===== src/rtl/hclf_pkg.sv =====
// Shared types and codes of the client lifecycle supervisor.
// Used by every module of the block; depends on nothing else.
package hclf_pkg;

	localparam int CFG_DATA_BITS = 16;
	localparam int CFG_INDEX_BITS = 2;

	localparam logic [CFG_INDEX_BITS-1:0] CFG_CONNECT_TIMEOUT = 2'd0;
	localparam logic [CFG_INDEX_BITS-1:0] CFG_RESPONSE_TIMEOUT = 2'd1;
	localparam logic [CFG_INDEX_BITS-1:0] CFG_RESPONSE_LIMIT = 2'd2;
	localparam logic [CFG_INDEX_BITS-1:0] CFG_AUTOSTART = 2'd3;

	localparam logic [15:0] RST_CONNECT_TIMEOUT = 16'd5;
	localparam logic [15:0] RST_RESPONSE_TIMEOUT = 16'd5;
	localparam logic [15:0] RST_RESPONSE_LIMIT = 16'd4096;
	localparam logic RST_AUTOSTART = 1'b1;

	localparam logic [2:0] CMD_TICK = 3'd0;
	localparam logic [2:0] CMD_CONNECTED = 3'd1;
	localparam logic [2:0] CMD_RECEIVE = 3'd2;
	localparam logic [2:0] CMD_ERROR = 3'd3;
	localparam logic [2:0] CMD_START = 3'd4;
	localparam logic [2:0] CMD_STOP = 3'd5;

	localparam logic [1:0] TMO_NONE = 2'd0;
	localparam logic [1:0] TMO_CONNECT = 2'd1;
	localparam logic [1:0] TMO_RESPONSE = 2'd2;

	typedef enum logic [2:0] {
		ST_IDLE = 3'd0,
		ST_CONNECTING = 3'd1,
		ST_CONNECTED = 3'd2,
		ST_CLOSING = 3'd3,
		ST_CLOSED = 3'd4,
		ST_DOWN = 3'd5
	} lc_state_t;

	typedef struct packed {
		logic [15:0] connect_timeout;
		logic [15:0] response_timeout;
		logic [15:0] response_limit;
		logic autostart;
	} cfg_t;

	typedef struct packed {
		logic [2:0] command;
		logic session_up;
		logic teardown;
		logic connect_ok;
		logic [15:0] rx_len;
		logic response_complete;
		logic signed [7:0] error_code;
	} in_item_t;

	typedef struct packed {
		logic [2:0] client_state;
		logic open_connection;
		logic send_request;
		logic release_connection;
		logic [15:0] accepted_bytes;
		logic buffer_full;
		logic [1:0] timeout_kind;
		logic error_valid;
		logic signed [7:0] error_held;
	} out_item_t;

endpackage


===== src/rtl/hclf_cfg_regs.sv =====
// Configuration registers of the lifecycle supervisor.
// Depends on hclf_pkg for the register indexes and reset values.
module hclf_cfg_regs
	import hclf_pkg::*;
(
	input  logic clk,
	input  logic arst_n,
	input  logic cfg_we,
	input  logic [CFG_INDEX_BITS-1:0] cfg_index,
	input  logic [CFG_DATA_BITS-1:0] cfg_data,
	output cfg_t cfg
);

	cfg_t cfg_q;

	always_ff @(posedge clk or negedge arst_n) begin
		if (!arst_n) begin
			cfg_q.connect_timeout <= RST_CONNECT_TIMEOUT;
			cfg_q.response_timeout <= RST_RESPONSE_TIMEOUT;
			cfg_q.response_limit <= RST_RESPONSE_LIMIT;
			cfg_q.autostart <= RST_AUTOSTART;
		end else if (cfg_we) begin
			case (cfg_index)
				CFG_CONNECT_TIMEOUT: cfg_q.connect_timeout <= cfg_data;
				CFG_RESPONSE_TIMEOUT: cfg_q.response_timeout <= cfg_data;
				CFG_RESPONSE_LIMIT: cfg_q.response_limit <= cfg_data;
				CFG_AUTOSTART: cfg_q.autostart <= cfg_data[0];
				default: ;	// drop writes beyond the register list
			endcase
		end
	end

	assign cfg = cfg_q;

endmodule


===== src/rtl/hclf_next.sv =====
// Next-state and result logic for one event of the lifecycle supervisor.
// Purely combinational; depends on hclf_pkg for types and codes.
module hclf_next
	import hclf_pkg::*;
#(
	parameter int TIMER_BITS = 16,
	parameter int COUNT_BITS = 16
) (
	input  cfg_t cfg,
	input  in_item_t item,
	input  lc_state_t state_cur,
	input  logic [TIMER_BITS-1:0] timer_cur,
	input  logic [COUNT_BITS-1:0] count_cur,
	input  logic err_flag_cur,
	input  logic signed [7:0] err_code_cur,
	output lc_state_t state_nxt,
	output logic [TIMER_BITS-1:0] timer_nxt,
	output logic [COUNT_BITS-1:0] count_nxt,
	output logic err_flag_nxt,
	output logic signed [7:0] err_code_nxt,
	output out_item_t result
);

	localparam int SUM_W = ((COUNT_BITS > 16) ? COUNT_BITS : 16) + 1;
	localparam logic [SUM_W-1:0] CMAX = {{(SUM_W-COUNT_BITS){1'b0}}, {COUNT_BITS{1'b1}}};

	function automatic lc_state_t close_active(lc_state_t s);
		return (s == ST_CONNECTING || s == ST_CONNECTED) ? ST_CLOSING : s;
	endfunction

	// receive path: cap the count at the smaller of the limit and the counter range
	logic [SUM_W-1:0] cnt_ext, len_ext, lim_ext, cap_ext, sum_ext, take_ext;
	logic rx_over;

	always_comb begin
		cnt_ext = SUM_W'(count_cur);
		len_ext = SUM_W'(item.rx_len);
		lim_ext = SUM_W'(cfg.response_limit);
		cap_ext = (lim_ext > CMAX) ? CMAX : lim_ext;
		sum_ext = cnt_ext + len_ext;
		rx_over = sum_ext > cap_ext;
		if (rx_over) begin
			take_ext = (cap_ext > cnt_ext) ? (cap_ext - cnt_ext) : '0;
		end else begin
			take_ext = len_ext;
		end
	end

	lc_state_t st;
	logic [TIMER_BITS-1:0] tmr;
	logic tick_done;
	logic open_c, send_c, rel_c, full_c;
	logic [1:0] tk_c;
	logic [15:0] acc_c;

	always_comb begin
		st = state_cur;
		tmr = timer_cur;
		count_nxt = count_cur;
		err_flag_nxt = err_flag_cur;
		err_code_nxt = err_code_cur;
		tick_done = 1'b0;
		open_c = 1'b0;
		send_c = 1'b0;
		rel_c = 1'b0;
		full_c = 1'b0;
		tk_c = TMO_NONE;
		acc_c = '0;

		case (item.command)
			CMD_TICK: begin
				// session rules first
				if (item.session_up) begin
					if (st == ST_DOWN) begin
						st = cfg.autostart ? ST_IDLE : ST_CLOSED;
					end
				end else if (st == ST_DOWN) begin
					tick_done = 1'b1;
				end else if (st == ST_IDLE || st == ST_CLOSED) begin
					st = ST_DOWN;
					tick_done = 1'b1;
				end else begin
					st = close_active(st);
				end

				if (!tick_done) begin
					if (item.teardown) begin
						st = (st == ST_IDLE) ? ST_CLOSED : close_active(st);
					end
					case (st)
						ST_IDLE: begin
							open_c = 1'b1;
							if (item.connect_ok) begin
								st = ST_CONNECTING;
								tmr = TIMER_BITS'(cfg.connect_timeout);
							end
						end
						ST_CONNECTING, ST_CONNECTED: begin
							if (tmr != '0) begin
								tmr = tmr - TIMER_BITS'(1);
							end
							if (tmr == '0) begin
								rel_c = 1'b1;
								if (st == ST_CONNECTING) begin
									tk_c = TMO_CONNECT;
									st = ST_IDLE;
								end else begin
									tk_c = TMO_RESPONSE;
									st = item.session_up ? ST_CLOSED : ST_DOWN;
								end
							end
						end
						ST_CLOSING: begin
							rel_c = 1'b1;
							st = item.session_up ? ST_CLOSED : ST_DOWN;
						end
						default: ;
					endcase
				end
			end
			CMD_CONNECTED: begin
				st = ST_CONNECTED;
				tmr = TIMER_BITS'(cfg.response_timeout);
				send_c = 1'b1;
			end
			CMD_RECEIVE: begin
				count_nxt = COUNT_BITS'(cnt_ext + take_ext);
				acc_c = take_ext[15:0];
				full_c = rx_over;
				if (rx_over || item.response_complete) begin
					st = close_active(st);
				end
			end
			CMD_ERROR: begin
				if (st == ST_CONNECTING || st == ST_CONNECTED) begin
					err_flag_nxt = 1'b1;
					err_code_nxt = item.error_code;
				end
				st = close_active(st);
			end
			CMD_START: begin
				if (st == ST_CLOSED) begin
					st = ST_IDLE;
					err_flag_nxt = 1'b0;
					err_code_nxt = '0;
				end
			end
			CMD_STOP: begin
				st = close_active(st);
			end
			default: ;	// unknown command: no change
		endcase

		state_nxt = st;
		timer_nxt = tmr;

		result.client_state = st;
		result.open_connection = open_c;
		result.send_request = send_c;
		result.release_connection = rel_c;
		result.accepted_bytes = acc_c;
		result.buffer_full = full_c;
		result.timeout_kind = tk_c;
		result.error_valid = err_flag_nxt;
		result.error_held = err_code_nxt;
	end

endmodule


===== src/rtl/http_client_lifecycle_fsm.sv =====
// Client lifecycle supervisor: one event in, one result out.
// The item passes the input register, then the result register.
// Throughput: one event per cycle if not stalled; lifecycle state updates in the result stage.
// Reset (arst_n low): state session-down, counters and error record zero, registers at defaults.
// Depends on hclf_pkg, hclf_cfg_regs and hclf_next.
module http_client_lifecycle_fsm
	import hclf_pkg::*;
#(
	parameter int TIMER_BITS = 16,
	parameter int COUNT_BITS = 16
) (
	input  logic clk,
	input  logic arst_n,
	input  logic in_valid,
	output logic in_stall,
	input  in_item_t in_item,
	output logic out_valid,
	input  logic out_stall,
	output out_item_t out_item,
	input  logic cfg_we,
	input  logic [CFG_INDEX_BITS-1:0] cfg_index,
	input  logic [CFG_DATA_BITS-1:0] cfg_data
);

	cfg_t cfg;

	hclf_cfg_regs u_cfg (
		.clk(clk),
		.arst_n(arst_n),
		.cfg_we(cfg_we),
		.cfg_index(cfg_index),
		.cfg_data(cfg_data),
		.cfg(cfg)
	);

	// input stage
	logic valid_s1;
	in_item_t item_s1;
	logic advance;
	logic fire;
	logic out_valid_q;
	out_item_t out_item_q;

	assign advance = !out_valid_q || !out_stall;
	assign fire = valid_s1 && advance;
	assign in_stall = valid_s1 && !advance;

	always_ff @(posedge clk or negedge arst_n) begin
		if (!arst_n) begin
			valid_s1 <= 1'b0;
		end else if (!in_stall) begin
			valid_s1 <= in_valid;
		end
	end

	always_ff @(posedge clk) begin
		if (in_valid && !in_stall) begin
			item_s1 <= in_item;
		end
	end

	// lifecycle state
	lc_state_t state_q, state_nxt;
	logic [TIMER_BITS-1:0] timer_q, timer_nxt;
	logic [COUNT_BITS-1:0] count_q, count_nxt;
	logic err_flag_q, err_flag_nxt;
	logic signed [7:0] err_code_q, err_code_nxt;
	out_item_t result;

	hclf_next #(
		.TIMER_BITS(TIMER_BITS),
		.COUNT_BITS(COUNT_BITS)
	) u_next (
		.cfg(cfg),
		.item(item_s1),
		.state_cur(state_q),
		.timer_cur(timer_q),
		.count_cur(count_q),
		.err_flag_cur(err_flag_q),
		.err_code_cur(err_code_q),
		.state_nxt(state_nxt),
		.timer_nxt(timer_nxt),
		.count_nxt(count_nxt),
		.err_flag_nxt(err_flag_nxt),
		.err_code_nxt(err_code_nxt),
		.result(result)
	);

	always_ff @(posedge clk or negedge arst_n) begin
		if (!arst_n) begin
			state_q <= ST_DOWN;
			timer_q <= '0;
			count_q <= '0;
			err_flag_q <= 1'b0;
			err_code_q <= '0;
		end else if (fire) begin
			state_q <= state_nxt;
			timer_q <= timer_nxt;
			count_q <= count_nxt;
			err_flag_q <= err_flag_nxt;
			err_code_q <= err_code_nxt;
		end
	end

	// result register
	always_ff @(posedge clk or negedge arst_n) begin
		if (!arst_n) begin
			out_valid_q <= 1'b0;
		end else if (advance) begin
			out_valid_q <= valid_s1;
		end
	end

	always_ff @(posedge clk) begin
		if (fire) begin
			out_item_q <= result;
		end
	end

	assign out_valid = out_valid_q;
	assign out_item = out_item_q;

	// the byte count only grows between resets
	a_count_monotonic: assert property (@(posedge clk) disable iff (!arst_n)
		1'b1 |=> count_q >= $past(count_q))
		else $error("response byte count decreased");

	a_fire_gives_result: assert property (@(posedge clk) disable iff (!arst_n)
		fire |=> out_valid_q)
		else $error("processed item produced no result");

	a_open_release_excl: assert property (@(posedge clk) disable iff (!arst_n)
		out_valid_q |-> !(out_item_q.open_connection && out_item_q.release_connection))
		else $error("open and release in the same result");

	a_timeout_releases: assert property (@(posedge clk) disable iff (!arst_n)
		(out_valid_q && out_item_q.timeout_kind != TMO_NONE)
			|-> out_item_q.release_connection)
		else $error("timeout without release");

endmodule


===== config.mk =====
export PLATFORM = sky130hd
export DESIGN_NAME = http_client_lifecycle_fsm
export DESIGN_NICKNAME = d
export VERILOG_FILES = /design/src/rtl/hclf_pkg.sv /design/src/rtl/hclf_cfg_regs.sv /design/src/rtl/hclf_next.sv /design/src/rtl/http_client_lifecycle_fsm.sv
export SDC_FILE = /design/constraint.sdc
export NUM_CORES = 1
export LEC_CHECK = 0
export ABC_AREA = 1
export BUFFER_PORTS_ARGS = -buffer_cell sky130_fd_sc_hd__buf_2
export CAP_MARGIN = 20
export CORE_UTILIZATION = 24
export DETAILED_ROUTE_END_ITERATION = 10
export SYNTH_ARGS = -nofsm -noshare
export SYNTH_HDL_FRONTEND = slang
export SYNTH_SLANG_ARGS = --single-unit

===== constraint.sdc =====
create_clock -name clk -period 10.8 [get_ports clk]
set_input_delay 2.16 -clock clk [delete_from_list [all_inputs] [get_ports clk]]
set_output_delay 2.16 -clock clk [all_outputs]
set_load 0.05 [all_outputs]

==> metrics.yaml <==
outcome: "finished clean"
finalWeightedCongestion: 0.853
maxCapViolCount: 0
final_max_slew_viol_count: 0
count_of_nets_left_with_antenna_violations_after_detail_routing: 0
muxShareOfSynthArea: 0
timing.final.crit_period_ns: 6.47
route.detailed.drc: 0
core_region_area_sq_mm: 0.0398
power.static_leakage_nw: 5.50
critical_path_arrival_ns: 6.79
timing.setup.tns_ns: 0
vias_in_the_first_global_route: 7910
synth_enable_flop_cells: 65
insertedDiodeCount: 0
grt_util_met3: 0.0247
timing.slew.headroom: 0.355
most_used_cells_in_the_layout_excluding_fill_and_tap_cells: "nand2_1 (325), inv_1 (174), o21ai_0 (127), buf_2 (88), dfrtp_1 (87)"
grt_antenna_before_repair: 0
avgViaCountPerCell: 4.43
synth.net_count: 1326
crit_path_start_kind: "register"
dpl_cell_area_sq_mm: 0.0107
nets: 1416
critPathMaxFanout: 15
ys_dominant_reg_cell: "dfrtp_1"
ys_async_sr_fraction: 0.594
cts-root-buf: "clkbuf_16"
portBuffers: 89
ioPinCount: 90
post-cts-setup-buffers: 0
area.growth.synth_to_final_pct: 16.8
drt-initial-drc-count: 444
synth_top_family_by_area: "simple AND/OR/NAND/NOR gates"
post_drt_wl_per_cell_microns: 14.5
synth-adder-area-share: 0.0888
timing.critical_path.required_ns: 11.12
groute.usage.overall: 0.133
cts_inserted_buffers: 17
dpl.hpwl_microns: 20100
synth-compound-area-share: 0.141
fin_worst_skew_ns: 0.0125
global_route.usage.met1: 0.169
ff2ff_path_depth: 35
report.final.setup_viol: 0
finalWirelength_microns: 26500
setup.worst_path.start: "count_q[0]$_DFFE_PN0P_"
grt_start_max_net_pins: 74
die_w_microns: 203
grt.busiest_layer: "met2"
cellPowerDensity_mw_per_mm2: 296
tightest_slew_ns: 0.967
synth_xor_xnor_area_share: 0.0371
worst_path_most_repeated_cell: "nand2_1"
synth_simple_gate_area_share: 0.204
hold_viol: 0
syn_area_sq_mm: 0.00969
fp.dieH_microns: 203
grt_util_met2: 0.228
aggregate_global_routing_overflow: 0
h-tree-depth: 4
clkLatencyLatePin_ns: 0.45
crit_path_end_kind: "register"
cpPeakStageDelay_ns: 0.42
postSynthRegisterBits: 160
utilization: 0.284
finalCritPeriodShare: 0.599
seq_area_frac_synth: 0.448
holdCritStartpoint: "err_code_q[1]$_DFFE_PN0P_"
drt-pass1-iter-count: 5
vdd_drop_max_mv: 0.126
vias: 8124
floorplan.rows: 73
post_cts_hold_buffer_count: 0
clock.fmax_mhz: 155
worst_path_max_delay_cell: "fa_1"
cts_tree: "yes"
clock_pin_slew_of_the_registers_on_the_worst_case_setup_and_hold_paths_ns: 0.07
clock_sink_count: 160
hold_path.class: "reg2reg"
finalInstanceArea_sq_mm: 0.0113
synth_cell_type_count: 48
unrepaired_setup_endpoints_after_global_routing: "false"
mostFrequentLayoutCell: "nand2_1"
hold_depth: 2
floorplan.initialDensity: 0.243
post_cts_gate_resize_count: 0
avgSynthCellArea_sq_um: 8.04
synth_warnings: 0
worst_hold_slack_ns: 0.484
floorplan.die_area_sq_mm: 0.0412
share_of_final_layout_standard_cells_stronger_than_drive_strength_1: 0.118
clockBufferDepth: 2
rr_startpoint: "count_q[0]$_DFFE_PN0P_"
path_class: "reg2reg"
global_route_wire_length_before_repair_microns: 42700
postSynthCellCount: 1205
synth_stat cells, types with 10 or more instances:
cell      number  share of area
nand3_1       37          0.019
clkbuf_1      18         0.0070
inv_1        174          0.067
ha_1          64          0.083
dfrtp_1       87           0.22
edfxtp_1      65           0.20
nor3_1        12         0.0062
a21oi_1       64          0.033
xor2_1        27          0.024
o21ai_0      127          0.066
nand4_1       10         0.0065
nand2_1      325           0.13
a22oi_1       14          0.011
nor2_1        86          0.033
xnor2_1       14          0.013
registers in the layout, summed over array words and instances (netlist names):
| signal | cells |
|---|---|
| out_valid | 1 |
| out_item | 34 |
| valid_s1 | 1 |
| item_s1 | 31 |
| err_flag_q | 1 |
| timer_q | 16 |
| state_q | 3 |
| u_cfg.cfg | 49 |
| count_q | 16 |
| err_code_q | 8 |
layout make-up:
cell class                      instances  area, sq um
Clock inverter                         15          150
Timing Repair Buffer                   97          515
Tap cell                              525          657
Inverter                              178          668
Fill cell                            4334        28500
Sequential cell                       160         4340
Multi-Input combinational cell        841         4570
Clock buffer                           17          425
through the flow:
step	std cells	worst slack, ns	power [mW]
6_report	1833	4.33	3.35
2_1_floorplan	1205	5.25	2.31
3_3_place_gp	1800	4.62	2.71
5_1_grt	1833	3.69	3.69
3_5_place_dp	1800	4.41	2.74
4_1_cts	1832	4.39	3.37
logic make-up (layout without fill, tap and decap cells):
kind of cell             after synthesis  count (layout)
AND/OR/NAND/NOR                      486             486
AO/OA/AOI/OAI                        247             247
buffers and inverters                204             307
flip-flops                           160             160
adder cells (fa/ha/maj)               67              67
XOR/XNOR                              41              41
where the power goes:
group	switching, mW	internal (mW)
Clock	0.283	0.325
Combinational	1.18	0.655
Sequential	0.118	0.791
critical path: cells and delay by family, from the launching register on:
family / cells / cell delay, ns
and+or+nand+nor: 14 / 1.55
DFF: 1 / 0.41
buffers and inverters: 3 / 0.21
xor gates and xnor gates: 1 / 0.18
adders and majority gates: 5 / 1.48
AOI/OAI and AO/OA: 12 / 2.50
final timing paths:
kind	slack (ns)	to
setup / recovery	4.33	count_q[10]$_DFFE_PN0P_
hold / removal	0.48	err_code_q[1]$_DFFE_PN0P_
setup reg to reg	4.33	count_q[10]$_DFFE_PN0P_
hold reg to reg	0.48	err_code_q[1]$_DFFE_PN0P_
max in group asynchronous	7.88	timer_q[14]$_DFFE_PN0P_
min in group asynchronous	1.62	err_code_q[6]$_DFFE_PN0P_
routing by layer:
layer | part of all wire | vias to the layer above
met5 | 0 | -
met4 | 0.016 | 0
met3 | 0.030 | 20
met2 | 0.49 | 134
met1 | 0.47 | 3846
li1 | - | 4124
No activity file was read; power rests on OpenSTA's default activity.
